File: src/hdl/rvq_pkg.sv
// Shared constants, types and helpers for the rotation vector to quaternion pipeline.
package rvq_pkg;

    localparam int ANG_W  = 36;   // Q30 angles and CORDIC vectors, signed
    localparam int DVD_W  = 62;   // |sin| in Q30, shifted up by 30
    localparam int DIV_W  = 36;   // divisor (theta, Q30), positive
    localparam int G_W    = 31;   // gain magnitude, below 2^30 in practice
    localparam int Q_W    = 16;   // Q1.14 result width
    localparam int RND_W  = 64;   // widest magnitude fed to the rounding helper

    typedef logic signed [ANG_W-1:0] t_ang;

    localparam t_ang PI_Q30      = 36'sd3373259426;
    localparam t_ang PI_HALF_Q30 = 36'sd1686629713;
    localparam t_ang SMALL_Q30   = 36'sd107374;
    localparam t_ang GAIN_Q30    = 36'sd652032874;
    localparam logic [Q_W-1:0] Q14_ONE = 16'd16384;

    function automatic t_ang atan_q30(input int idx);
        t_ang a;
        case (idx)
            0:  a = 36'sd843314856;
            1:  a = 36'sd497837829;
            2:  a = 36'sd263043836;
            3:  a = 36'sd133525158;
            4:  a = 36'sd67021686;
            5:  a = 36'sd33543515;
            6:  a = 36'sd16775850;
            7:  a = 36'sd8388437;
            8:  a = 36'sd4194282;
            9:  a = 36'sd2097149;
            10: a = 36'sd1048575;
            11: a = 36'sd524287;
            12: a = 36'sd262143;
            13: a = 36'sd131071;
            14: a = 36'sd65535;
            15: a = 36'sd32767;
            16: a = 36'sd16383;
            17: a = 36'sd8191;
            18: a = 36'sd4095;
            19: a = 36'sd2047;
            20: a = 36'sd1023;
            21: a = 36'sd511;
            22: a = 36'sd255;
            23: a = 36'sd127;
            default: a = '0;
        endcase
        return a;
    endfunction

    // Round half away from zero by 2^-sh, saturate magnitude to one, apply sign.
    function automatic logic [Q_W-1:0] q14_round(input logic neg,
                                                 input logic [RND_W-1:0] mag,
                                                 input int sh);
        logic [RND_W-1:0] q;
        logic [Q_W-1:0]   m;
        q = (mag + (RND_W'(1) << (sh - 1))) >> sh;
        m = (q > RND_W'(Q14_ONE)) ? Q14_ONE : q[Q_W-1:0];
        return neg ? Q_W'(-m) : m;
    endfunction

endpackage

File: src/hdl/rvq_lane_out.sv
// Output lane: component times gain, then rounding to Q1.14 in the output register.
module rvq_lane_out #(
    parameter int W    = 16,
    parameter int FRAC = 13
) (
    input  logic                       i_clk,
    input  logic                       i_en,
    input  logic [W-1:0]               i_r,
    input  logic                       i_gneg,
    input  logic [rvq_pkg::G_W-1:0]    i_gm,
    output logic [rvq_pkg::Q_W-1:0]    o_q
);
    import rvq_pkg::*;

    logic [W-1:0]     mag;
    logic [W+G_W-1:0] r_p;
    logic             r_neg;
    logic [Q_W-1:0]   r_q;

    assign mag = i_r[W-1] ? W'(~i_r + W'(1)) : i_r;

    always_ff @(posedge i_clk) begin
        if (i_en) begin
            r_p   <= mag * i_gm;
            r_neg <= i_r[W-1] ^ i_gneg;
            r_q   <= q14_round(r_neg, RND_W'(r_p), FRAC + 16);
        end
    end

    assign o_q = r_q;
endmodule

File: config.mk
export PLATFORM = sky130hd
export DESIGN_NAME = rvq_lane_out
export DESIGN_NICKNAME = d
export VERILOG_FILES = /design/src/hdl/rvq_pkg.sv /design/src/hdl/rvq_lane_out.sv
export SDC_FILE = /design/constraint.sdc
export NUM_CORES = 1
export LEC_CHECK = 0
export ABC_AREA = 1
export BUFFER_PORTS_ARGS = -buffer_cell sky130_fd_sc_hd__buf_2
export CORE_MARGIN = 2
export CORE_UTILIZATION = 55
export DETAILED_ROUTE_END_ITERATION = 16
export PLACE_DENSITY_LB_ADDON = 0.05
export SYNTH_ARGS = -nofsm -noshare
export SYNTH_HDL_FRONTEND = slang
export SYNTH_SLANG_ARGS = --single-unit
File: constraint.sdc
create_clock -name i_clk -period 7.6 [get_ports i_clk]
set_input_delay 1.52 -clock i_clk [delete_from_list [all_inputs] [get_ports i_clk]]
set_output_delay 1.52 -clock i_clk [all_outputs]
set_load 0.01 [all_outputs]
==> tab_implementation.tex <==
\begin{tabular}{lr}
\hline
Metric & Value \\
\hline
\multicolumn{2}{l}{\textbf{Outcome}} \\
\quad Run status & complete, but fails checks \\
\quad Failing checks & setup timing \\
\multicolumn{2}{l}{\textbf{Timing}} \\
\quad Max-slew violation count & 0 \\
\quad Final clock skew & 4.98 ps \\
\quad Headroom to the max-slew limit & 48.1\% \\
\quad Smallest setup slack after layout & -311 ps \\
\quad Final hold violation count & 0 \\
\quad Fin crit share & 104\% \\
\quad Highest achievable clock rate & 126 MHz \\
\quad Worst-case hold slack & $\sim$860 ps \\
\quad Least-Margin Pin Slew & 779 ps \\
\quad Final setup fails & 19 \\
\quad Clock period minus final worst setup slack & 7910 ps \\
\quad Unrepaired setup endpoints after global routing & yes \\
\multicolumn{2}{l}{\textbf{Global routing}} \\
\quad Fraction of met3 tracks used by global routing & 5.77\% \\
\quad Met2 track utilization from global routing & 55.5\% \\
\quad Global router's overall resource usage & 32.9\% \\
\quad Wire length of the first global-routing pass & 86400 um \\
\quad Vias in the first global route & 16800 \\
\quad Pin count of the biggest net entering global routing & 37 \\
\quad Number of antenna violations at the first check in global routing & 0 \\
\quad Met1 usage & $\sim$43\% \\
\quad Aggregate global routing overflow & 0 \\
\quad Most congested layer reported by global routing & met2 \\
\multicolumn{2}{l}{\textbf{Die}} \\
\quad Height of the die & 186 um \\
\quad Die span in x & 186 um \\
\quad Core outline area & 32500 um2 \\
\quad Starting density of the core & a little under three fifths \\
\quad Core Rows & 66 \\
\quad Count of boundary I/O pins & 66 \\
\quad Die area & 34500 um2 \\
\multicolumn{2}{l}{\textbf{Cells and area}} \\
\quad Number of filler instances in the final layout & 2679 \\
\quad Fraction of final layout cells with drive strength greater than 1 & 24.5\% \\
\quad Final std cell area, no fill & 22700 um2 \\
\quad Top library cells by usage in the layout, fill and taps aside & 567 x inv\_1, 486 x nand2\_1, 385 x fa\_1 \\
\quad Antenna Diode Count & 0 \\
\quad Signed area change from the synthesized netlist to the final layout & 25.1\% \\
\quad Number of nets in the final layout & $\sim$3200 \\
\quad Most common cell after layout, fill and taps aside & inv\_1 \\
\multicolumn{2}{l}{\textbf{Routing}} \\
\quad Remaining antenna violation count & 0 \\
\quad Total Routed Length & 55100 um \\
\quad Via count of the routed design & between 15000 and 20000 \\
\quad Number of DRC violations after detailed routing & 0 \\
\quad Violation count after the first detailed-route iteration & between 1000 and 1500 \\
\quad Via-per-instance ratio & 5.31 \\
\quad Routed WL per cell & 18.1 um \\
\quad TritonRoute pass-1 iters & 5 \\
\multicolumn{2}{l}{\textbf{Logic synthesis}} \\
\quad Simple-gate share of the synthesized area & 20.3\% \\
\quad Share of synthesized area spent on multiplexers & 0\% \\
\quad Mapped Avg Cell Area & 7.72 um2 \\
\quad Post-synthesis share of cell area spent on xor and xnor gates & 1.68\% \\
\quad Register area share after synthesis & 5.94\% \\
\quad Synth unique cells & 51 \\
\quad Synth Register Bits & 36 \\
\quad Compound-Gate Fraction of Synth Area & 4.93\% \\
\quad Cells after synthesis & approximately 2400 \\
\quad Area of the mapped netlist & 18200 um2 \\
\quad Synthesized netlist net count & around 2900 \\
\quad Main combinational cell family by area after synthesis & adder cells \\
\quad Yosys warnings & 0 \\
\quad Adder-cell area share of the yosys netlist & 52.5\% \\
\multicolumn{2}{l}{\textbf{Clock tree}} \\
\quad Clock tree sinks & 36 \\
\quad CTS hold repair buffers & 0 \\
\quad Clock transition at path regs & 60 ps \\
\quad Deepest clock path buffer count & 2 \\
\quad Clock network latency to the later pin of the worst-skew pair & 280 ps \\
\quad CTS Root Cell & clkbuf\_16 \\
\quad TritonCTS clock tree & built \\
\quad H-tree level count & 2 \\
\quad Number of buffers created by CTS & 5 \\
\multicolumn{2}{l}{\textbf{Setup path}} \\
\quad Worst reg2reg startpoint & r\_p[28] \\
\quad Largest driver fanout on the critical path & 6 \\
\quad Nature of the critical path startpoint & input pin \\
\quad Critical setup path kind & input pin to flip-flop \\
\quad Cell at the slowest stage of the critical path & fa\_1 \\
\quad Arrival time reported for the critical path endpoint & 7940 ps \\
\quad Critical path capture point type & flip-flop \\
\quad Top cell by count, worst path & fa\_1 \\
\quad CP Data Required Time & 7630 ps \\
\quad Critical path launch point & i\_r[0] \\
\quad Delay of the slowest cell on the worst path & 580 ps \\
\multicolumn{2}{l}{\textbf{Place}} \\
\quad DP HPWL & 45300 um \\
\quad Placed cell area & 20600 um2 \\
\quad Routability Congestion & approximately 0.92 \\
\quad Number of buffers inserted by port buffering & 65 \\
\multicolumn{2}{l}{\textbf{Job}} \\
\quad Maximum capacitance violations & 0 \\
\multicolumn{2}{l}{\textbf{Min path}} \\
\quad Hold WC Path Type & flip-flop to flip-flop \\
\quad Hold path startpoint & r\_p[29] \\
\hline
\end{tabular}
[critical path: cells and delay by family]
kind	cells	cell delay, ps
compound gates	6	900
xor+xnor	2	300
fa+ha+maj	7	3210
buf+inv	10	940
simple gates	8	1040
[cell families after synthesis]
family,count (synthesis)
xor+xnor,34
simple gates,910
compound gates,154
flops,36
buf+inv,699
fa+ha+maj,522
[stage by stage]
stage	setup TNS, ps	util (%)	worst slack, ps	cells
after detailed placement	-15820	63.4	-947	3000
after global routing	-7920	69.9	-529	3046
after floorplan	0	-	10.7	2355
after global placement	-14860	63.4	-884	3000
final	-3360	69.9	-311	3046
after CTS	-3120	66.5	-250	3022
[layer usage]
layer / share of wire (%) / wire, um
met1: 40 / 22300
met4: 4.4 / 2430
met3: 7.3 / 4040
met5: 0 / 0
met2: 48 / 26300
[state kept, by name, indices dropped and copies added, names as in the netlist]
register / cells
r_p: 19
o_q: 16
r_neg: 1
[worst paths after layout]
kind / slack, ps / to / depth (start not counted)
min reg2reg: 860 / o_q[0] / 3
min: 860 / o_q[0] / 3
max reg2reg: 4530 / o_q[12] / 16
max: -310 / r_p[43] / 33
[cell type report]
class / count / area [um2] / share of cell area [%]
Clock buffer: 6 / 129 / 0.566
Clock inverter: 2 / 35.0 / 0.154
Inverter: 629 / 2380 / 10.5
Multi-Input combinational cell: 1620 / 15900 / 69.8
Sequential cell: 36 / 1080 / 4.75
Tap cell: 442 / 553 / 2.43
Timing Repair Buffer: 311 / 2680 / 11.8
[synthesized netlist by cell type, drive strengths merged]
master   number  area [um2]
ha          119        1490
a31oi        15        93.8
clkbuf       57         215
a221oi        1        8.76
a21o          2        15.0
o31ai         2        15.0
and3          1        6.26
nand2       549        2100
o2111ai       1        8.76
o211ai        7        52.6
o311ai        3        26.3
edfxtp       36        1080
a21oi        55         275
xnor2         6        60.1
inv         621        2330
clkinv        8        30.0
and2          3        18.8
nand3b        7        52.6
or2           6        37.5
nor4          4        25.0
a211oi        2        15.0
nand3        39         220
xor2         28         245
o21ai        49         257
o21a         10        75.1
o21bai        4        30.0
a311oi        2        17.5
nor2        265        1030
nand4        18         113
a21boi        1        7.51
fa          403        8070
nor3         18        95.1
buf          13        68.8
[timing repair]
action | 4_1_cts | 5_1_grt
pin swaps | 58 | 143
cloned | 3 | 3
buffers inserted | 11 | 22
resized for setup | 161 | 264
endpoints found under the setup margin | 19 | 19
Power is left out: the tool's default activity adds up to more than one toggle a clock period on the data nets, which glitch-free logic cannot reach.
