`src/hdl/rvq_lane_sq.sv`:
```
// Squaring lane: magnitude of one rotation component, squared and registered.
module rvq_lane_sq #(
    parameter int W = 16
) (
    input  logic               i_clk,
    input  logic               i_en,
    input  logic [W-1:0]       i_r,
    output logic [2*W-1:0]     o_sq
);
    logic [W-1:0]   mag;
    logic [2*W-1:0] r_sq;

    assign mag = i_r[W-1] ? W'(~i_r + W'(1)) : i_r;

    always_ff @(posedge i_clk) begin
        if (i_en) begin
            r_sq <= mag * mag;
        end
    end

    assign o_sq = r_sq;
endmodule

```
`config.mk`:
```
export PLATFORM = sky130hd
export DESIGN_NAME = rvq_lane_sq
export DESIGN_NICKNAME = d
export VERILOG_FILES = /design/src/hdl/rvq_lane_sq.sv
export SDC_FILE = /design/constraint.sdc
export NUM_CORES = 1
export LEC_CHECK = 0
export BUFFER_PORTS_ARGS = -buffer_cell sky130_fd_sc_hd__buf_4
export CAP_MARGIN = 10
export CORE_MARGIN = 10
export CORE_UTILIZATION = 50
export CTS_CLUSTER_DIAMETER = 150
export DETAILED_ROUTE_END_ITERATION = 6
export PLACE_DENSITY = 0.68
export SLEW_MARGIN = 40
export SYNTH_ARGS = -nofsm -noshare
export SYNTH_HDL_FRONTEND = slang
export SYNTH_SLANG_ARGS = --single-unit
```
`constraint.sdc`:
```
create_clock -name i_clk -period 7.55 [get_ports i_clk]
set_clock_uncertainty 0.1 [all_clocks]
set_input_delay 0 -clock i_clk [delete_from_list [all_inputs] [get_ports i_clk]]
set_output_delay 0 -clock i_clk [all_outputs]
set_load 0.02 [all_outputs]
```
==> results of run 1 <==
how the worst max path moves through the flow:
stage,cells after the start,to,slack (ps),start
floorplan,27,o_sq[29]$_DFFE_PP_,620,i_r[0]
detailed placement,25,o_sq[29]$_DFFE_PP_,350,i_r[2]
CTS,27,o_sq[29]$_DFFE_PP_,150,i_r[0]
global route,26,o_sq[29]$_DFFE_PP_,5,i_r[0]
finish,24,o_sq[29]$_DFFE_PP_,360,i_r[0]
global placement,25,o_sq[29]$_DFFE_PP_,510,i_r[2]
layout by cell type, fill, tap and decap left out, types with 13 or more instances in the layout:
cell type                    n
sky130_fd_sc_hd__ha_1       95
sky130_fd_sc_hd__fa_1      164
sky130_fd_sc_hd__edfxtp_1   31
sky130_fd_sc_hd__nand2_1    99
sky130_fd_sc_hd__xnor2_1    31
sky130_fd_sc_hd__buf_4      77
sky130_fd_sc_hd__o21ai_0    20
sky130_fd_sc_hd__a21oi_1    30
sky130_fd_sc_hd__inv_1     238
sky130_fd_sc_hd__xor2_1     13
sky130_fd_sc_hd__nor3_1     13
sky130_fd_sc_hd__nor2_1     76
cell usage after synthesis (2+ instances only):
| cell | number |
|---|---|
| sky130_fd_sc_hd__a221oi_1 | 3 |
| sky130_fd_sc_hd__clkinv_1 | 4 |
| sky130_fd_sc_hd__a21oi_1 | 30 |
| sky130_fd_sc_hd__nor2_1 | 76 |
| sky130_fd_sc_hd__o31ai_1 | 4 |
| sky130_fd_sc_hd__nand4_1 | 7 |
| sky130_fd_sc_hd__a2bb2oi_1 | 2 |
| sky130_fd_sc_hd__fa_1 | 164 |
| sky130_fd_sc_hd__a21o_1 | 9 |
| sky130_fd_sc_hd__o21ai_0 | 21 |
| sky130_fd_sc_hd__a211oi_1 | 4 |
| sky130_fd_sc_hd__nand3_1 | 6 |
| sky130_fd_sc_hd__clkbuf_1 | 16 |
| sky130_fd_sc_hd__edfxtp_1 | 31 |
| sky130_fd_sc_hd__a21boi_0 | 3 |
| sky130_fd_sc_hd__nor2b_1 | 3 |
| sky130_fd_sc_hd__xor2_1 | 14 |
| sky130_fd_sc_hd__buf_2 | 2 |
| sky130_fd_sc_hd__and3_1 | 5 |
| sky130_fd_sc_hd__ha_1 | 96 |
| sky130_fd_sc_hd__conb_1 | 2 |
| sky130_fd_sc_hd__o21a_1 | 5 |
| sky130_fd_sc_hd__a31o_2 | 2 |
| sky130_fd_sc_hd__xnor2_1 | 31 |
| sky130_fd_sc_hd__nand2_1 | 99 |
| sky130_fd_sc_hd__inv_1 | 238 |
| sky130_fd_sc_hd__a31oi_1 | 2 |
| sky130_fd_sc_hd__and4_1 | 3 |
| sky130_fd_sc_hd__inv_2 | 4 |
| sky130_fd_sc_hd__nand2b_1 | 2 |
| sky130_fd_sc_hd__o211ai_1 | 3 |
| sky130_fd_sc_hd__and2_1 | 3 |
| sky130_fd_sc_hd__nor3_1 | 14 |
layer usage:
metal  up-vias  part of all wire  global-route usage  routed length [um]
li1       2999                 -                   -                   -
met1      3161              0.41              0.2425                8033
met2       226              0.51              0.3239               10160
met3        15             0.068             0.01921                1344
met4         0             0.013             0.03499                 256
met5         -                 0                   0                   0
worst max-delay path, stage by stage:
cell and delay, ps:
sky130_fd_sc_hd__dlygate4sd3_1 530, sky130_fd_sc_hd__buf_4 160, sky130_fd_sc_hd__nor2_1 240, sky130_fd_sc_hd__nand4_1 230, sky130_fd_sc_hd__o21ai_0 270, sky130_fd_sc_hd__xor2_1 400, sky130_fd_sc_hd__inv_2 210, sky130_fd_sc_hd__nand2_1 150
sky130_fd_sc_hd__fa_1 450, sky130_fd_sc_hd__fa_1 550, sky130_fd_sc_hd__inv_1 50, sky130_fd_sc_hd__fa_1 470, sky130_fd_sc_hd__fa_1 550, sky130_fd_sc_hd__fa_1 510, sky130_fd_sc_hd__inv_1 50, sky130_fd_sc_hd__fa_1 470
sky130_fd_sc_hd__inv_1 40, sky130_fd_sc_hd__ha_1 390, sky130_fd_sc_hd__a21oi_1 320, sky130_fd_sc_hd__o21a_1 190, sky130_fd_sc_hd__a2bb2oi_1 310, sky130_fd_sc_hd__a31oi_1 140, sky130_fd_sc_hd__a311oi_1 310, sky130_fd_sc_hd__xnor2_1 90
layout make-up:
cell class	instances	area, um^2
Clock buffer	5	125.1
Clock inverter	2	8.758
Fill cell	1548	7153
Inverter	246	923.4
Multi-Input combinational cell	645	6638
Sequential cell	31	930.9
Tap cell	220	275.3
Timing Repair Buffer	78	588.1
metrics by stage:
stage	utilization	setup WS, ps	cell area, um^2	std cells
floorplan	-	624.0	8543	942
global placement	0.5584	511.7	9293	1217
detailed placement	0.5584	347.1	9293	1217
CTS	0.5670	146.7	9437	1225
global route	0.5702	4.799	9489	1227
finish	0.5702	361.4	9489	1227
cells by family (layout without fill, tap and decap cells):
group / after synthesis / count (layout)
buf+inv: 266 / 331
fa+ha+maj: 260 / 260
simple gates: 226 / 226
compound gates: 99 / 99
xor+xnor: 47 / 47
flops: 31 / 31
other cells: 2 / 12
mux: 1 / 1
what timing repair did:
action                                  CTS  global route
hold buffers                              1             0
buffers inserted                          0             2
hold endpoints to repair                  2             0
endpoints found under the setup margin    0            15
resized for setup                         0             8
==> metrics.txt, run 1 <==
# TYPE chip_impl_metric gauge
chip_impl_metric{name="synth.cell_area",unit="um^2"} 8506
chip_impl_metric{name="maxCapViolations",unit=""} 0
chip_impl_metric{name="finalNetCount",unit=""} 1285
chip_impl_metric{name="post_synth.cell_area_avg",unit="um^2"} 9.126
chip_impl_metric{name="synth.ff_latch_count",unit=""} 31
chip_impl_metric{name="detail_route.wirelength",unit="um"} 19790
chip_impl_info{name="post-synth-top-area-cell",value="sky130_fd_sc_hd__fa_1"} 1
chip_impl_metric{name="timing.critical_path.arrival",unit="ps"} 7120
chip_impl_metric{name="finalSetupTns",unit="ps"} 0
chip_impl_metric{name="cts.sinks",unit=""} 31
chip_impl_metric{name="grt_usage",unit=""} 0.1846
chip_impl_metric{name="synth.yosys.seq_area_share",unit=""} 0.1094
chip_impl_metric{name="drt-pass1-iter-count",unit=""} 5
chip_impl_info{name="timing.hold.worst.class",value="input port to flop"} 1
chip_impl_metric{name="grt_antenna_before_repair",unit=""} 0
chip_impl_info{name="combinational_family_with_the_most_area_after_synthesis",value="adder cells"} 1
chip_impl_metric{name="cts_max_path_buffers",unit=""} 2
chip_impl_info{name="worstHoldEndpoint",value="o_sq[10]$_DFFE_PP_"} 1
chip_impl_metric{name="fmax",unit="GHz"} 0.1391
chip_impl_metric{name="synth.mux.area_fraction",unit=""} 0.001324
chip_impl_metric{name="synth_cells",unit=""} 932
chip_impl_info{name="crit_path_start_kind",value="input port"} 1
chip_impl_metric{name="worst_hold_path_stage_count",unit=""} 1
chip_impl_metric{name="finalWeightedCongestion",unit=""} 0.9415
chip_impl_metric{name="drc_errors",unit=""} 0
chip_impl_metric{name="synthDistinctLibCells",unit=""} 57
chip_impl_metric{name="grt_first_pass_wirelength",unit="um"} 33410
chip_impl_info{name="critical_path.endpoint_type",value="flop"} 1
chip_impl_metric{name="coreArea",unit="um^2"} 16640
chip_impl_metric{name="die_height",unit="um"} 150.4
chip_impl_metric{name="largest_register_ffs",unit=""} 31
chip_impl_metric{name="synthXorXnorAreaFrac",unit=""} 0.05149
chip_impl_metric{name="worst_hold_slack",unit="ps"} 84.36
chip_impl_info{name="synth_top_cells_by_area",value="sky130_fd_sc_hd__fa_1, sky130_fd_sc_hd__ha_1, sky130_fd_sc_hd__edfxtp_1, sky130_fd_sc_hd__inv_1, sky130_fd_sc_hd__nand2_1"} 1
chip_impl_metric{name="grt_overflow",unit=""} 0
chip_impl_metric{name="timing_max_transition_violations_final",unit=""} 0
chip_impl_metric{name="synth.top_cell.area_share",unit=""} 0.3860
chip_impl_metric{name="final.min_clock_period",unit="ps"} 7189
chip_impl_metric{name="synth_compound_gate_area_share",unit=""} 0.07429
chip_impl_info{name="cts_root_buf",value="sky130_fd_sc_hd__clkbuf_16"} 1
chip_impl_metric{name="initial_utilization",unit=""} 0.5111
chip_impl_metric{name="total_number_of_vias",unit=""} 6401
chip_impl_metric{name="worst_setup_hold_path_clk_slew",unit="ps"} 50
chip_impl_metric{name="yosys.area_share.simple",unit=""} 0.1164
chip_impl_metric{name="synth_enable_flop_cells",unit=""} 31
chip_impl_metric{name="worstMarginPinSlew",unit="ps"} 774.3
chip_impl_info{name="worst_hold_startpoint",value="i_en"} 1
chip_impl_metric{name="floorplan.rows",unit=""} 47
chip_impl_metric{name="max_slew_margin",unit=""} 0.4801
chip_impl_info{name="tritoncts",value="done"} 1
chip_impl_metric{name="post_synthesis_share_of_cell_area_spent_on_full_adders_half_adders_and_majority_gates",unit=""} 0.5272
chip_impl_metric{name="finalSetupViolations",unit=""} 0
chip_impl_metric{name="critical_path.max_fanout",unit=""} 11
chip_impl_metric{name="drt_first_iter_violations",unit=""} 409
chip_impl_metric{name="hpwlAfterDp",unit="um"} 17470
chip_impl_info{name="setup_repair_after_global_routing_missed_its_margin",value="no"} 1
chip_impl_metric{name="dieWidth",unit="um"} 150.4
chip_impl_metric{name="diodes",unit=""} 0
chip_impl_metric{name="timing.critical_path.required",unit="ps"} 7480
chip_impl_metric{name="first_global_vias",unit=""} 6689
chip_impl_metric{name="growth_of_design_area_from_synthesis_to_finish",unit="%"} 11.56
chip_impl_metric{name="cts_inserted_buffers",unit=""} 5
chip_impl_metric{name="detail_route.vias_per_cell",unit=""} 5.217
chip_impl_metric{name="post_route_cells_drive_above_1_share",unit=""} 0.1013
chip_impl_info{name="yosys_most_used_dff",value="sky130_fd_sc_hd__edfxtp_1"} 1
chip_impl_metric{name="num_io_pins",unit=""} 50
chip_impl_metric{name="final_hold_violation_count",unit=""} 0
chip_impl_metric{name="fp.dieArea",unit="um^2"} 22630
chip_impl_metric{name="io_buf_count",unit=""} 48
chip_impl_metric{name="asyncSetResetFlopFracSynth",unit=""} 0
chip_impl_metric{name="postRouteAntennaNets",unit=""} 0
chip_impl_metric{name="grt_max_degree",unit=""} 32
chip_impl_info{name="criticalPathCategory",value="input port to flop"} 1
chip_impl_metric{name="htreeDepth",unit=""} 2
chip_impl_metric{name="post_drt_wl_per_cell",unit="um"} 16.13
chip_impl_metric{name="fin_crit_sh",unit=""} 0.9521
chip_impl_info{name="run_status",value="completed"} 1
chip_impl_metric{name="yosys_warnings",unit=""} 0
Power of run 1 is left out: the tool's default activity adds up to more than one toggle a clock period on the data nets, which glitch-free logic cannot reach.
==> run 2: changes to the inputs <==
CELL_PAD_IN_SITES_DETAIL_PLACEMENT = 1   (was default)
CELL_PAD_IN_SITES_GLOBAL_PLACEMENT = 1   (was default)
PLACE_DENSITY = default   (was 0.68)
PLACE_DENSITY_LB_ADDON = 0.1   (was default)
==> run 2 against run 1 <==
  * Count of clock-buffer cells in the layout unchanged
  * Cell count decreased by 0.33%
  * Critical path depth grew 3
  * Maximum frequency decreased by 0.85%
  * Sequential cell count unchanged
  * First-iteration DRC count fell by 15%
  * Die area stayed put
  * Global-route usage up 3.3 points
==> metrics.txt, run 2 (same netlist as run 1, synthesis figures left out) <==
# TYPE chip_impl_metric gauge
chip_impl_info{name="tritoncts",value="done"} 1
chip_impl_metric{name="grt_usage",unit=""} 0.2173
chip_impl_metric{name="timing_max_transition_violations_final",unit=""} 0
chip_impl_info{name="worst_path_most_repeated_cell",value="sky130_fd_sc_hd__fa_1"} 1
chip_impl_info{name="critical_path.endpoint_type",value="flop"} 1
chip_impl_metric{name="pre_cts_ws",unit="ps"} 365.7
chip_impl_metric{name="fp.dieArea",unit="um^2"} 22630
chip_impl_metric{name="critical_path.max_fanout",unit=""} 9
chip_impl_metric{name="finalWeightedCongestion",unit=""} 0.9759
chip_impl_metric{name="maxCapViolations",unit=""} 0
chip_impl_info{name="cts_root_buf",value="sky130_fd_sc_hd__clkbuf_16"} 1
chip_impl_metric{name="coreArea",unit="um^2"} 16640
chip_impl_metric{name="postRouteAntennaNets",unit=""} 0
chip_impl_metric{name="detail_route.wirelength.met1",unit="um"} 9579
chip_impl_info{name="worstHoldEndpoint",value="o_sq[3]$_DFFE_PP_"} 1
chip_impl_metric{name="worstMarginPinSlew",unit="ps"} 751.2
chip_impl_metric{name="dieWidth",unit="um"} 150.4
chip_impl_info{name="worst_path_slowest_cell",value="sky130_fd_sc_hd__dlygate4sd3_1"} 1
chip_impl_metric{name="multi_input_area",unit="um^2"} 6649
chip_impl_metric{name="grt_max_degree",unit=""} 32
chip_impl_metric{name="final_util",unit=""} 0.5704
chip_impl_metric{name="final_hold_violation_count",unit=""} 0
chip_impl_metric{name="max_slew_margin",unit=""} 0.4956
chip_impl_metric{name="timing.critical_path.arrival",unit="ps"} 7180
chip_impl_metric{name="finalSetupViolations",unit=""} 0
chip_impl_metric{name="finish.instance_area",unit="um^2"} 9493
chip_impl_metric{name="detail_route.vias_per_cell",unit=""} 5.325
chip_impl_metric{name="dr_wl_met2",unit="um"} 12260
chip_impl_metric{name="cts.sinks",unit=""} 31
chip_impl_metric{name="cts_max_path_buffers",unit=""} 2
chip_impl_metric{name="finalNetCount",unit=""} 1280
chip_impl_info{name="most-common-layout-cells",value="sky130_fd_sc_hd__inv_1, sky130_fd_sc_hd__fa_1, sky130_fd_sc_hd__nand2_1, sky130_fd_sc_hd__ha_1, sky130_fd_sc_hd__nor2_1"} 1
chip_impl_metric{name="io_buf_count",unit=""} 48
chip_impl_metric{name="grt_first_pass_wirelength",unit="um"} 38780
chip_impl_metric{name="worst_hold_path_stage_count",unit=""} 1
chip_impl_metric{name="final.min_clock_period",unit="ps"} 7250
chip_impl_metric{name="postLayoutSetupSlackWorst",unit="ps"} 299.5
chip_impl_info{name="timing.hold.worst.class",value="input port to flop"} 1
chip_impl_metric{name="n_fill_cell",unit=""} 1960
chip_impl_info{name="run_status",value="completed"} 1
chip_impl_info{name="highest-signal-layer",value="met4"} 1
chip_impl_metric{name="fmax",unit="GHz"} 0.1379
chip_impl_metric{name="cp_slowest_stage_delay",unit="ps"} 540
chip_impl_metric{name="drc_errors",unit=""} 0
chip_impl_info{name="worst_hold_startpoint",value="i_en"} 1
chip_impl_metric{name="growth_of_design_area_from_synthesis_to_finish",unit="%"} 11.61
chip_impl_metric{name="htreeDepth",unit=""} 2
chip_impl_metric{name="hpwlAfterDp",unit="um"} 20430
chip_impl_metric{name="initial_utilization",unit=""} 0.5111
chip_impl_metric{name="grt_overflow",unit=""} 0
chip_impl_metric{name="drt_first_iter_violations",unit=""} 348
chip_impl_metric{name="routed-wl-met3",unit="um"} 1028
chip_impl_metric{name="diodes",unit=""} 0
chip_impl_metric{name="num_io_pins",unit=""} 50
chip_impl_metric{name="largest_register_ffs",unit=""} 31
chip_impl_info{name="layout.cells.most_common",value="sky130_fd_sc_hd__inv_1"} 1
chip_impl_metric{name="die_height",unit="um"} 150.4
chip_impl_metric{name="worst_hold_slack",unit="ps"} 87.85
chip_impl_metric{name="total_number_of_vias",unit=""} 6513
chip_impl_metric{name="first_global_vias",unit=""} 7407
chip_impl_metric{name="worst_setup_hold_path_clk_slew",unit="ps"} 60
chip_impl_info{name="crit_path_start_kind",value="input port"} 1
chip_impl_metric{name="post_route_cells_drive_above_1_share",unit=""} 0.09970
chip_impl_metric{name="detail_route.wirelength",unit="um"} 23290
chip_impl_metric{name="timing.critical_path.required",unit="ps"} 7480
chip_impl_metric{name="post_drt_wl_per_cell",unit="um"} 19.04
chip_impl_metric{name="drt-pass1-iter-count",unit=""} 5
chip_impl_metric{name="grt_antenna_before_repair",unit=""} 0
chip_impl_metric{name="floorplan.rows",unit=""} 47
chip_impl_metric{name="cts_inserted_buffers",unit=""} 5
chip_impl_metric{name="detailed_place.area",unit="um^2"} 9263
chip_impl_metric{name="final-seq-area",unit="um^2"} 930.9
chip_impl_info{name="criticalPathCategory",value="input port to flop"} 1
chip_impl_metric{name="fin_crit_sh",unit=""} 0.9603
run 2: changes by cell type in the layout (fill, tap and decap cells not counted), sizes merged:
cell	before	now
buf	77	72
bufinv	0	1
run 2: layer usage:
metal / vias up / GRT usage
met2: 150 / 0.3929
li1: 2985 / -
met5: - / 0
met3: 26 / 0.03001
met4: 0 / 0.04033
met1: 3352 / 0.2714
run 2: worst max-delay path by stage:
stage                                    end    from  slack [ps]  cells after the start
after floorplan           o_sq[29]$_DFFE_PP_  i_r[0]         620                     27
after global placement    o_sq[31]$_DFFE_PP_  i_r[2]         590                     22
after detailed placement  o_sq[29]$_DFFE_PP_  i_r[2]         370                     24
after CTS                 o_sq[29]$_DFFE_PP_  i_r[0]         140                     26
after global routing      o_sq[24]$_DFFE_PP_  i_r[0]          -9                     29
final                     o_sq[29]$_DFFE_PP_  i_r[0]         300                     27
run 2: per-stage QoR:
step | setup TNS [ps] | std cells
6_report | 0 | 1223
5_1_grt | -13.78 | 1223
4_1_cts | 0 | 1222
3_5_place_dp | 0 | 1213
3_3_place_gp | 0 | 1213
2_1_floorplan | 0 | 942
run 2: critical path, delay by kind of cell:
kind | cells | cell delay [ps]
compound gates | 3 | 670
xor+xnor | 2 | 290
fa+ha+maj | 8 | 3690
buf+inv | 9 | 1470
simple gates | 5 | 1040
run 2: what timing repair did:
action,4_1_cts,5_1_grt
gates resized for setup,0,11
buffers inserted,0,1
endpoints found under the hold margin,1,0
hold buffers,1,0
setup endpoints to repair,0,14
run 2: cell type report:
class,instances,area share
sequential,31,0.09806
timing repair buffer,73,0.05799
clock buffer,5,0.01318
multi-input combinational,645,0.7004
clock inverter,3,0.004086
inverter,246,0.09727
tap,220,0.02900
Power of run 2 is left out for the same reason.
