$ cat config.mk
export PLATFORM = sky130hd
export DESIGN_NAME = rvq_sqrt
export DESIGN_NICKNAME = d
export VERILOG_FILES = /design/src/hdl/rvq_sqrt.sv
export SDC_FILE = /design/constraint.sdc
export NUM_CORES = 1
export LEC_CHECK = 0
export BUFFER_PORTS_ARGS = -buffer_cell sky130_fd_sc_hd__buf_4
export CORE_ASPECT_RATIO = 0.75
export CORE_UTILIZATION = 35
export DETAILED_ROUTE_END_ITERATION = 10
export HOLD_SLACK_MARGIN = 0.02
export PLACE_DENSITY = 0.48
export SETUP_SLACK_MARGIN = 0.02
export SYNTH_ARGS = -nofsm -noshare
export SYNTH_HDL_FRONTEND = slang
export SYNTH_SLANG_ARGS = --single-unit
$ cat constraint.sdc
create_clock -name i_clk -period 6.85 [get_ports i_clk]
set_input_delay 1.0275 -clock i_clk [delete_from_list [all_inputs] [get_ports i_clk]]
set_output_delay 1.0275 -clock i_clk [all_outputs]
set_load 0.02 [all_outputs]
$ cat src/hdl/rvq_sqrt.sv
// Pipelined integer square root, one root bit per stage.
module rvq_sqrt #(
    parameter int NW    = 17,
    parameter int TAG_W = 48
) (
    input  logic              i_clk,
    input  logic              i_rst_n,
    input  logic              i_en,
    input  logic              i_vld,
    input  logic [2*NW-1:0]   i_n,
    input  logic [TAG_W-1:0]  i_tag,
    output logic              o_vld,
    output logic [NW-1:0]     o_root,
    output logic [TAG_W-1:0]  o_tag
);
    logic [2*NW-1:0]  s_n    [0:NW-1];
    logic [NW+1:0]    s_rem  [0:NW-1];
    logic [NW-1:0]    s_root [0:NW-1];
    logic [TAG_W-1:0] s_tag  [0:NW-1];
    logic             s_vld  [0:NW-1];

    logic [2*NW-1:0]  r_n    [1:NW];
    logic [NW+1:0]    r_rem  [1:NW];
    logic [NW-1:0]    r_root [1:NW];
    logic [TAG_W-1:0] r_tag  [1:NW];
    logic             r_vld  [1:NW];

    genvar k;
    generate
        for (k = 0; k < NW; k++) begin : g_stage
            logic [NW+1:0] rem_sh;
            logic [NW+1:0] trial;
            logic          ge;

            if (k == 0) begin : g_head
                assign s_n[k]    = i_n;
                assign s_rem[k]  = '0;
                assign s_root[k] = '0;
                assign s_tag[k]  = i_tag;
                assign s_vld[k]  = i_vld;
            end else begin : g_body
                assign s_n[k]    = r_n[k];
                assign s_rem[k]  = r_rem[k];
                assign s_root[k] = r_root[k];
                assign s_tag[k]  = r_tag[k];
                assign s_vld[k]  = r_vld[k];
            end

            // remainder stays below 2^NW before the final shift-in
            assign rem_sh = {s_rem[k][NW-1:0], s_n[k][2*NW-1 -: 2]};
            assign trial  = {s_root[k], 2'b01};
            assign ge     = (rem_sh >= trial);

            always_ff @(posedge i_clk) begin
                if (!i_rst_n) begin
                    r_vld[k+1] <= 1'b0;
                end else if (i_en) begin
                    r_vld[k+1] <= s_vld[k];
                end
            end

            always_ff @(posedge i_clk) begin
                if (i_en) begin
                    r_n[k+1]    <= s_n[k] << 2;
                    r_rem[k+1]  <= ge ? (rem_sh - trial) : rem_sh;
                    r_root[k+1] <= {s_root[k][NW-2:0], ge};
                    r_tag[k+1]  <= s_tag[k];
                end
            end
        end
    endgenerate

    assign o_vld  = r_vld[NW];
    assign o_root = r_root[NW];
    assign o_tag  = r_tag[NW];
endmodule

==> key figures, run 1 <==
CTS
  • Clock root buffer master: sky130_fd_sc_hd__clkbuf_16
  • Count of buffers added by post-CTS timing repair for setup: 0
  • Clock slew at reported path FFs: 60 ps
  • Hold buffer count at CTS: 0
  • Count of clock tree sinks: 1512
  • Post-cts resize count: 0
  • H-tree levels: 4
  • Clock tree from TritonCTS: built
  • Number of buffers inserted during clock tree synthesis: 155
  • Longest Clk Path Bufs: 3
  • Clock latency on the worst-skew pair: 780 ps

Timing
  • Hold Slack: 403 ps
  • Post-layout min period: 3630 ps
  • Final critical-path share of the clock period: 53.1%
  • Hold violation total from the final report: 0
  • Clk_skew: 35.7 ps
  • Setup TNS Final: 0 ps
  • Max Fclk: 0.275 GHz
  • Tightest slew margin relative to the limit: 17.3%
  • Final setup vio count: 0
  • Max-slew violation total from the final report: 0
  • Setup repair after global routing missed its margin: no
  • Slew at the pin closest to its max-slew limit: 1230 ps

Global routing
  • Largest net degree at the start of global routing: 165
  • Global-route wire length before repair: 137000 µm
  • Final global-route overflow total: 0
  • Number of antenna violations at the first check in global routing: 2
  • Overall global routing resource usage: 10.5%
  • Via count of the first global-routing pass: 25400

Setup path
  • Crit Reg-Reg Endpoint: r_rem[2][35]$_DFFE_PP_
  • Top delay family on crit path: simple AND/OR/NAND/NOR gates
  • WP data required: 7360 ps
  • Maximum fanout along the worst path: 26
  • Startpoint type of the worst setup path: register
  • Worst EP arrival: 4150 ps
  • Critical Path Sink Type: register
  • Worst path buffer plus inverter count: 0
  • CP cell instances: ha_1 > nand4_1 > o21ba_2 > a2111oi_2 > a21oi_1 > nor4_4 > nor3_1 > xor2_1
  • Worst R2R Start: r_rem[2][2]$_DFFE_PP_
  • Register-to-register setup slack: 3220 ps
  • Worst path max stage delay: 1040 ps
  • Critical setup path kind: register to register
  • Critical Path Slowest Stage Cell: sky130_fd_sc_hd__nor4_4
  • Number of cell instances on the worst register-to-register path: 8

Floorplanning
  • Width of the chip: 467 µm
  • Height of the chip: 351 µm
  • Effective utilization at floorplan: 35.4%
  • Full die area: 0.164 mm²
  • Placeable core region: 0.160 mm²
  • Number of standard-cell rows in the floorplan: 127
  • IO Count: 152

Synth
  • Library cell with the highest instance count after synthesis: sky130_fd_sc_hd__edfxtp_1
  • Post-synthesis sequential element count: 1512
  • Post-synthesis sequential area ratio: 80.1%
  • Mapped Nets: 3486
  • Combinational family with the most area after synthesis: simple AND/OR/NAND/NOR gates
  • Xor/xnor cell area share of the yosys netlist: 2.61%
  • Cell types occupying the most area after synthesis: sky130_fd_sc_hd__edfxtp_1 (80%), sky130_fd_sc_hd__ha_1 (3.8%), sky130_fd_sc_hd__inv_1 (1.4%)
  • Commonest cells in the netlist: sky130_fd_sc_hd__edfxtp_1 (1512), sky130_fd_sc_hd__inv_1 (215), sky130_fd_sc_hd__ha_1 (170)
  • Mean Syn Cell Area: 17.5 µm²
  • Cell type with the largest total area after synthesis: sky130_fd_sc_hd__edfxtp_1
  • Post-synth EDFFs: 1512
  • Number of instances in the synthesized netlist: 3230
  • Proportion of netlist area held by the largest area contributor: 80.1%
  • Primary flip-flop cell chosen by synthesis mapping: sky130_fd_sc_hd__edfxtp_1
  • Asr flop ratio synth: 0%
  • Arithmetic-cell share of the synthesized area counting full adders, half adders and majority gates: 3.75%
  • Share of cell area taken by muxes after synthesis: 0.751%
  • Share of synthesized cell area in and, or, nand and nor gates: 5.26%
  • Number of distinct library cells after synthesis: 84
  • Share of the synthesized area in compound gates (AO/OA/AOI/OAI): 5.17%
  • Yosys warning count: 0
  • Post-synthesis instance area: 0.0567 mm²

Place
  • Half-perimeter wire length of the detailed placement result: 52100 µm
  • Number of port buffers: 151
  • Final weighted congestion in routability-driven placement: 0.800

Layout
  • Area of all sequential standard cells: 0.0454 mm²
  • Area growth from synthesis to layout: 15.1%
  • Final-layout fill cell count: 14400
  • Util after Layout: 40.7%
  • Count of nets after finishing: 3738
  • Footprint of the multi-input gates: 0.00996 mm²
  • Ratio of cells with drive above 1 in the final layout: 12.9%

Power and ir drop
  • LEAKAGE: 23.5 nW
  • Maximum vdd ir drop: 0.253 mV
  • Total power density per cell area: 331 mW/mm²

Status
  • Run status: finished clean

Detailed routing
  • Detailed-routing wirelength on met1: 42600 µm
  • Final ANT Viol Nets: 0
  • Total Wirelength: 85700 µm
  • Total number of vias: 25800
  • DR WL met3: 3890 µm
  • Top Layer Used: met5
  • DRC marker count from the first detailed-route iteration: 1971
  • Average wire per cell in the routed design: 15.0 µm
  • DRT Pass-1 Iters: 5
  • Via-to-Cell Ratio: 4.50
  • Drc violations: 0
  • Wire length on met2: 36800 µm

Min path
  • Type of the worst min-delay path: register to register
  • Hold Crit Start: r_tag[1][333]$_DFFE_PP_
  • WHS Path Cells: 0
  • Worst hold endpoint: r_tag[1][381]$_DFFE_PP_

Flow run
  • Max-Cap Viols: 0
==> worst register-to-register path, stage by stage (launching register included) <==
cell,delay [ps]
sky130_fd_sc_hd__edfxtp_1,390
sky130_fd_sc_hd__ha_1,380
sky130_fd_sc_hd__nand4_1,180
sky130_fd_sc_hd__o21ba_2,190
sky130_fd_sc_hd__a2111oi_2,550
sky130_fd_sc_hd__a21oi_1,270
sky130_fd_sc_hd__nor4_4,1040
sky130_fd_sc_hd__nor3_1,180
sky130_fd_sc_hd__xor2_1,190
==> state kept, by name, summed over array words and instances, names as in the netlist <==
name,count
r_tag,816
r_n,272
r_rem,254
r_root,153
r_vld,17
==> worst max-delay path by stage <==
stage / slack, ps / cells past startpoint / endpoint / start
after floorplan: 3950 / 9 / r_rem[3][47]$_DFFE_PP_ / r_rem[3][23]$_DFFE_PP_
after global placement: 3200 / 8 / r_rem[2][35]$_DFFE_PP_ / r_rem[2][3]$_DFFE_PP_
after detailed placement: 3160 / 8 / r_rem[2][35]$_DFFE_PP_ / r_rem[2][2]$_DFFE_PP_
after CTS: 3150 / 8 / r_rem[2][35]$_DFFE_PP_ / r_rem[2][2]$_DFFE_PP_
after global routing: 2900 / 8 / r_rem[2][35]$_DFFE_PP_ / r_rem[2][2]$_DFFE_PP_
final: 3220 / 8 / r_rem[2][35]$_DFFE_PP_ / r_rem[2][2]$_DFFE_PP_
==> cell usage in the layout (no fill, tap or decap), drive strengths merged, types with 23 or more instances in the layout <==
| cell | instances |
|---|---|
| o21a | 36 |
| nand2b | 23 |
| mux2 | 33 |
| ha | 170 |
| a21o | 45 |
| nand2 | 125 |
| a21oi | 128 |
| clkbuf | 185 |
| and3 | 25 |
| buf | 178 |
| nor2b | 23 |
| xnor2 | 83 |
| nor3 | 56 |
| or3 | 41 |
| clkinv | 67 |
| nand3 | 38 |
| o21ai | 127 |
| nor2 | 147 |
| xor2 | 86 |
| edfxtp | 1512 |
| inv | 220 |
==> cell families (layout without fill, tap and decap cells) <==
family | Yosys count | after routing
AND/OR/NAND/NOR | 582 | 582
buffers and inverters | 298 | 666
adder cells (fa/ha/maj) | 170 | 170
XOR/XNOR | 169 | 169
other | 1 | 2
flip-flops | 1512 | 1512
AO/OA/AOI/OAI | 460 | 460
multiplexers | 38 | 38
==> metal layers <==
metal  up-vias  global-route usage (%)
met4         2                    4.37
li1      12800                       -
met5         -                       0
met2       426                    15.3
met1     12400                    15.0
met3       194                    2.61
==> power by group <==
part	internal [W]	switching (W)	total [W]
Clock	0.00461	0.00357	0.00819
Sequential	0.0111	0.000335	0.0115
Combinational	0.000833	0.00112	0.00196
==> through the flow <==
stage	setup WS (ps)	instances	power [W]	cell area (µm²)
5_1_grt	2900	5727	0.0226	65200
2_1_floorplan	3950	3230	0.0129	56700
4_1_cts	3150	5726	0.0220	65200
6_report	3220	5727	0.0216	65200
3_3_place_gp	3200	5453	0.0136	60300
3_5_place_dp	3160	5453	0.0136	60300
==> area by class of cell <==
class / instances / area share (%)
multi-input cells: 1420 / 15.3
clock inverters: 88 / 1.46
diodes: 1 / 0.00384
repair buffers: 178 / 2.19
inverters: 215 / 1.24
well taps: 2128 / 4.08
clock buffers: 185 / 6.15
flip-flops and latches: 1512 / 69.6
Note: power is estimated with default switching activity, not from simulation.
==> run 2, diff against run 1 <==
--- a/config.mk
+++ b/config.mk
@@ -10,7 +10,7 @@
 export CORE_UTILIZATION = 35
 export DETAILED_ROUTE_END_ITERATION = 10
 export HOLD_SLACK_MARGIN = 0.02
-export PLACE_DENSITY = 0.48
+export PLACE_DENSITY = 0.5
 export SETUP_SLACK_MARGIN = 0.02
 export SYNTH_ARGS = -nofsm -noshare
 export SYNTH_HDL_FRONTEND = slang
==> constraint.sdc (replaced) <==
create_clock -name i_clk -period 3.25 [get_ports i_clk]
set_input_delay 0.4875 -clock i_clk [delete_from_list [all_inputs] [get_ports i_clk]]
set_output_delay 0.4875 -clock i_clk [all_outputs]
set_load 0.02 [all_outputs]
==> key figures, run 2 (synthesis results as in run 1) <==
Timing
  • Setup repair after global routing missed its margin: no
  • Max Fclk: 0.322 GHz (+17%)
  • Clk_skew: 51.1 ps (+15.4 ps)
  • Post-layout min period: 3110 ps (-525 ps)
  • Tightest slew margin relative to the limit: 43.5% (+26 points)
  • Max-slew violation total from the final report: 0 (unchanged)
  • Final setup vio count: 0 (unchanged)
  • Setup TNS Final: 0 ps (unchanged)
  • Final critical-path share of the clock period: 95.7% (+43 points)
  • Hold violation total from the final report: 0 (unchanged)
  • Slew at the pin closest to its max-slew limit: 847 ps (-384 ps)

Floorplanning
  • IO Count: 152 (unchanged)
  • Width of the chip: 467 µm (unchanged)
  • Number of standard-cell rows in the floorplan: 127 (unchanged)
  • Effective utilization at floorplan: 35.4% (unchanged)
  • Height of the chip: 351 µm (unchanged)
  • Placeable core region: 0.160 mm² (unchanged)
  • Full die area: 0.164 mm² (unchanged)

Global routing
  • Number of antenna violations at the first check in global routing: 2 (unchanged)
  • Largest net degree at the start of global routing: 127 (-23%)
  • Final global-route overflow total: 0 (unchanged)
  • Via count of the first global-routing pass: 25900 (+1.9%)
  • Global-route wire length before repair: 137000 µm (-0.36%)
  • Overall global routing resource usage: 10.4% (-0.11 points)

Layout
  • Final standard cell area without fillers: 0.0666 mm² (+2.2%)
  • Biggest register: r_tag
  • Largest registers: r_tag (816), r_n (272), r_rem (254)
  • Area growth from synthesis to layout: 17.6%
  • Ratio of cells with drive above 1 in the final layout: 13.5% (+0.59 points)
  • Final-layout fill cell count: 14300 (-1.1%)
  • Commonest cells after routing, fill and taps aside: sky130_fd_sc_hd__edfxtp_1 (1512), sky130_fd_sc_hd__inv_1 (215), sky130_fd_sc_hd__buf_4 (198)
  • Most common library cell in the layout ignoring fill and taps: sky130_fd_sc_hd__edfxtp_1
  • Max reg flops: 816 (unchanged)
  • Count of nets after finishing: 3860 (+3.3%)

Detailed routing
  • Average wire per cell in the routed design: 14.6 µm (-2.5%)
  • DRT Pass-1 Iters: 7 (+2)
  • Via-to-Cell Ratio: 4.46 (-0.84%)
  • Final ANT Viol Nets: 0 (unchanged)
  • Total Wirelength: 85500 µm (-0.21%)
  • Drc violations: 0 (unchanged)
  • Total number of vias: 26100 (+1.4%)
  • DRC marker count from the first detailed-route iteration: 1992 (+1.1%)

Place
  • Number of port buffers: 151 (unchanged)
  • Area after DPL: 0.0607 mm² (+0.67%)
  • Half-perimeter wire length of the detailed placement result: 52600 µm (+1.1%)
  • Final weighted congestion in routability-driven placement: 0.857 (+7.1%)

Power and ir drop
  • Net Sw Power: 0.0106 W (+110%)
  • Maximum vdd ir drop: 0.477 mV (+88%)
  • Design internal power: 0.0355 W (+110%)
  • Part of the power in combinational logic: 9.3% (+0.2 points)
  • LEAKAGE: 24.2 nW (+2.7%)
  • Clk pwr share: 38.2% (+0.3 points)
  • Sequential cell fraction of total power: 52.5% (-0.6 points)
  • Total power density per cell area: 691 mW/mm² (+110%)
  • Switching portion of total power: 23.0% (-0.32 points)

CTS
  • Clock slew at reported path FFs: 60 ps (about the same)
  • Number of buffers inserted during clock tree synthesis: 156 (+0.65%)
  • Longest Clk Path Bufs: 3 (unchanged)
  • Clock root buffer master: sky130_fd_sc_hd__clkbuf_16
  • Count of buffers added by post-CTS timing repair for setup: 0 (unchanged)
  • Count of clock tree sinks: 1512 (unchanged)
  • Clock latency on the worst-skew pair: 780 ps (about the same)
  • H-tree levels: 4 (unchanged)
  • Clock tree from TritonCTS: built

Setup path
  • Number of cell instances on the worst register-to-register path: 8 (unchanged)
  • Worst setup path start: r_rem[2][38]$_DFFE_PP_
  • Worst R2R Start: r_rem[2][38]$_DFFE_PP_
  • Worst EP arrival: 3580 ps (-570 ps)
  • Critical setup path kind: register to register
  • Maximum fanout along the worst path: 5 (-81%)
  • Critical Path Sink Type: register
  • Startpoint type of the worst setup path: register
  • Register-to-register setup slack: 140 ps (-3080 ps)
  • WP data required: 3720 ps (-3640 ps)
  • Crit Reg-Reg Endpoint: r_rem[2][73]$_DFFE_PP_

Min path
  • WHS Path Cells: 2 (+2)
  • Type of the worst min-delay path: primary input to register
  • Hold Crit Start: i_rst_n
  • Worst hold endpoint: r_vld[0][4]$_DFFE_PP_

Status
  • Run status: finished clean

Flow run
  • Max-Cap Viols: 0 (unchanged)
## run 2: power by group through the flow
stage,sequential [W],combinational [W],clock (W)
after CTS,0.0242,0.00432,0.0183
final,0.0241,0.00428,0.0176
after global placement,0.0245,0.00418,0
after floorplan,0.0243,0.00290,0
after global routing,0.0243,0.00481,0.0191
after detailed placement,0.0246,0.00421,0
## run 2: what timing repair did
action,in CTS,in global routing
resized for setup,0,3
hold buffers,84,0
hold endpoints to repair,84,0
endpoints found under the setup margin,0,4
## run 2: stage by stage
stage	hold slack, ps	std cells	setup slack [ps]	power, W	utilization (%)
4_1_cts	73.9	5857	150	0.0468	41.6
5_1_grt	109	5858	22.5	0.0482	41.6
6_report	165	5859	140	0.0460	41.6
3_3_place_gp	400	5490	198	0.0287	37.8
2_1_floorplan	400	3230	348	0.0272	-
3_5_place_dp	405	5490	199	0.0288	37.8
## run 2: cell type report
type                    instances  area [µm²]  share of cell area [%]
inverters                     215         807                    1.21
flip-flops and latches       1512       45400                    68.1
diodes                          2        5.00                 0.00751
clock inverters                92        1060                    1.59
well taps                    2128        2660                    4.00
multi-input cells            1420        9960                    15.0
clock buffers                 191        4060                    6.09
repair buffers                299        2680                    4.01
## run 2: layer usage
layer / GRT usage, % / vias up / share of wire [%]
li1: - / 13000 / -
met4: 3.82 / 2 / 2.7
met1: 14.1 / 12500 / 48
met3: 2.78 / 173 / 4.7
met5: 0 / - / 0.015
met2: 16.0 / 462 / 45
## run 2: worst max path at each step
stage | end | slack [ps] | cells past startpoint
5_1_grt | r_rem[2][73]$_DFFE_PP_ | 20 | 8
3_5_place_dp | r_rem[3][4]$_DFFE_PP_ | 200 | 8
4_1_cts | r_rem[3][4]$_DFFE_PP_ | 150 | 8
6_report | r_rem[2][73]$_DFFE_PP_ | 140 | 8
2_1_floorplan | r_rem[3][47]$_DFFE_PP_ | 350 | 9
3_3_place_gp | r_rem[2][52]$_DFFE_PP_ | 200 | 9
## run 2: worst max-delay path: stages (launching register included)
cell and delay (ps):
sky130_fd_sc_hd__edfxtp_1 400, sky130_fd_sc_hd__ha_1 360, sky130_fd_sc_hd__nor2b_1 140, sky130_fd_sc_hd__o21ai_0 230, sky130_fd_sc_hd__a21boi_0 210, sky130_fd_sc_hd__o311ai_0 590
sky130_fd_sc_hd__a31oi_1 300, sky130_fd_sc_hd__nor3b_1 250, sky130_fd_sc_hd__mux2_2 360
==> run 3, diff against run 2 <==
--- a/config.mk
+++ b/config.mk
@@ -11,7 +11,9 @@
 export DETAILED_ROUTE_END_ITERATION = 10
 export HOLD_SLACK_MARGIN = 0.02
 export PLACE_DENSITY = 0.5
+export REMOVE_ABC_BUFFERS = 1
 export SETUP_SLACK_MARGIN = 0.02
 export SYNTH_ARGS = -nofsm -noshare
 export SYNTH_HDL_FRONTEND = slang
 export SYNTH_SLANG_ARGS = --single-unit
+export TNS_END_PERCENT = 30
==> key figures, run 3 (synthesis results as in run 1) <==
Status
  • Run status: finished clean

Timing
  • Setup TNS Final: 0 ps (unchanged)
  • Setup repair after global routing missed its margin: yes
  • Final critical-path share of the clock period: 94.4% (-1.3 points)
  • Max-slew violation total from the final report: 0 (unchanged)
  • Slack of the critical path: 183 ps (+43.2 ps)
  • Hold violation total from the final report: 0 (unchanged)
  • Post-layout min period: 3070 ps (-43.2 ps)
  • Final setup vio count: 0 (unchanged)
  • Tightest slew margin relative to the limit: 46.1% (+2.6 points)
  • Max Fclk: 0.326 GHz (+1.4%)
  • Slew at the pin closest to its max-slew limit: 808 ps (-39.0 ps)
  • Hold Slack: 147 ps (-18.4 ps)
  • Clk_skew: 43.8 ps (-7.34 ps)

Power and ir drop
  • Sequential cell fraction of total power: 53.0% (+0.5 points)
  • Switching portion of total power: 23.2% (+0.25 points)
  • LEAKAGE: 24.0 nW (-0.46%)
  • Maximum vdd ir drop: 0.519 mV (+8.8%)
  • Clk pwr share: 37.7% (-0.5 points)
  • Net Sw Power: 0.0106 W (+0.15%)
  • Part of the power in combinational logic: 9.4% (about the same)
  • Total power density per cell area: 687 mW/mm² (-0.57%)
  • Design internal power: 0.0350 W (-1.2%)

Global routing
  • Number of antenna violations at the first check in global routing: 2 (unchanged)
  • Final global-route overflow total: 0 (unchanged)
  • Overall global routing resource usage: 10.4% (+0.043 points)
  • Global-route wire length before repair: 137000 µm (about the same)
  • Via count of the first global-routing pass: 25800 (-0.32%)
  • Largest net degree at the start of global routing: 135 (+6.3%)

Floorplanning
  • Number of standard-cell rows in the floorplan: 127 (unchanged)
  • Width of the chip: 467 µm (unchanged)
  • Height of the chip: 351 µm (unchanged)
  • Effective utilization at floorplan: 35.4% (unchanged)
  • Placeable core region: 0.160 mm² (unchanged)
  • IO Count: 152 (unchanged)
  • Full die area: 0.164 mm² (unchanged)

Setup path
  • Maximum fanout along the worst path: 23 (+18)
  • Critical Path Sink Type: register
  • WP data required: 3760 ps (+40 ps)
  • Register-to-register setup slack: 180 ps (+40 ps)
  • Worst EP arrival: 3580 ps (about the same)
  • Startpoint type of the worst setup path: register
  • Critical setup path kind: register to register

Layout
  • Biggest register: r_tag
  • Footprint of the multi-input gates: 0.00996 mm² (about the same)
  • Commonest cells after routing, fill and taps aside: sky130_fd_sc_hd__edfxtp_1 (1512), sky130_fd_sc_hd__inv_1 (215), sky130_fd_sc_hd__buf_4 (194)
  • Ratio of cells with drive above 1 in the final layout: 13.1% (-0.31 points)
  • Area of all sequential standard cells: 0.0454 mm² (unchanged)
  • Area growth from synthesis to layout: 17.1%
  • Final cell count without fillers: 5848 (-0.19%)
  • Count of nets after finishing: 3851 (-0.23%)
  • Largest registers: r_tag (816), r_n (272), r_rem (254)
  • Most common library cell in the layout ignoring fill and taps: sky130_fd_sc_hd__edfxtp_1
  • Final-layout fill cell count: 14300 (+0.077%)
  • Max reg flops: 816 (unchanged)

Detailed routing
  • DRT Pass-1 Iters: 5 (-2)
  • Average wire per cell in the routed design: 14.6 µm (about the same)
  • Total number of vias: 26300 (+0.63%)
  • Drc violations: 0 (unchanged)
  • Total Wirelength: 85400 µm (-0.11%)
  • DRC marker count from the first detailed-route iteration: 1779 (-11%)
  • Via-to-Cell Ratio: 4.50 (+0.82%)
  • Final ANT Viol Nets: 0 (unchanged)

CTS
  • Clock tree from TritonCTS: built
  • Count of clock tree sinks: 1512 (unchanged)
  • Number of buffers inserted during clock tree synthesis: 154 (-1.3%)
  • Longest Clk Path Bufs: 3 (unchanged)
  • Clock slew at reported path FFs: 60 ps (about the same)
  • Clock latency on the worst-skew pair: 790 ps (about the same)
  • H-tree levels: 4 (unchanged)
  • Clock root buffer master: sky130_fd_sc_hd__clkbuf_16

Flow run
  • Max-Cap Viols: 0 (unchanged)

Place
  • Worst setup slack before clock tree synthesis: 178 ps (-21.3 ps)
  • Final weighted congestion in routability-driven placement: 0.816 (-4.7%)
  • Number of port buffers: 151 (unchanged)
  • Cell count after placement: 5483 (-0.13%)
  • Half-perimeter wire length of the detailed placement result: 52400 µm (-0.45%)

Min path
  • Type of the worst min-delay path: primary input to register
-- run 3: final cells by class --
type	count	share of cell area (%)
Clock buffer	194	6.09
Inverter	215	1.22
Clock inverter	86	1.40
Timing Repair Buffer	292	3.89
Antenna cell	1	0.00377
Sequential cell	1512	68.4
Multi-Input combinational cell	1420	15.0
Tap cell	2128	4.01
-- run 3: worst max-delay path, cell delays in order (launching register included) --
cell	delay, ps
sky130_fd_sc_hd__edfxtp_1	400
sky130_fd_sc_hd__ha_1	420
sky130_fd_sc_hd__and4b_1	250
sky130_fd_sc_hd__nand3_1	110
sky130_fd_sc_hd__or4_1	570
sky130_fd_sc_hd__and4_1	290
sky130_fd_sc_hd__o221ai_1	100
sky130_fd_sc_hd__buf_4	310
sky130_fd_sc_hd__mux2_2	370
-- run 3: stage by stage --
stage               utilization (%)  total power [W]  area, µm²
finish                         41.4           0.0456      66400
CTS                            41.4           0.0464      66400
global placement               37.8           0.0288      60600
global route                   41.4           0.0478      66400
floorplan                         -           0.0271      56200
detailed placement             37.8           0.0288      60600
-- run 3: path summary, 6_finish.rpt --
check	to	startpoint	depth (start not counted)
min	r_vld[1][1]$_DFFE_PP_	i_rst_n	2
min reg2reg	r_n[3][29]$_DFFE_PP_	r_n[2][123]$_DFFE_PP_	0
max	r_rem[3][4]$_DFFE_PP_	r_rem[2][65]$_DFFE_PP_	8
max reg2reg	r_rem[3][4]$_DFFE_PP_	r_rem[2][65]$_DFFE_PP_	8
-- run 3: what timing repair did --
item	CTS	global route
setup endpoints to repair	0	5
hold endpoints to repair	84	0
hold buffers	84	0
buffers inserted	0	0
resized for setup	0	1
-- run 3: power by group through the flow --
| stage | combinational [W] | clock, W | sequential, W |
|---|---|---|---|
| 6_report | 0.00428 | 0.0172 | 0.0241 |
| 4_1_cts | 0.00433 | 0.0179 | 0.0242 |
| 5_1_grt | 0.00481 | 0.0186 | 0.0243 |
| 2_1_floorplan | 0.00280 | 0 | 0.0243 |
| 3_5_place_dp | 0.00422 | 0 | 0.0246 |
| 3_3_place_gp | 0.00420 | 0 | 0.0246 |
-- run 3: routing by layer --
| layer | GRT usage [%] | part of all wire (%) | up-vias |
|---|---|---|---|
| met1 | 14.4 | 48 | 12700 |
| li1 | - | - | 13000 |
| met5 | 0 | 0.016 | - |
| met3 | 2.77 | 4.4 | 180 |
| met4 | 4.05 | 2.9 | 2 |
| met2 | 15.8 | 44 | 433 |
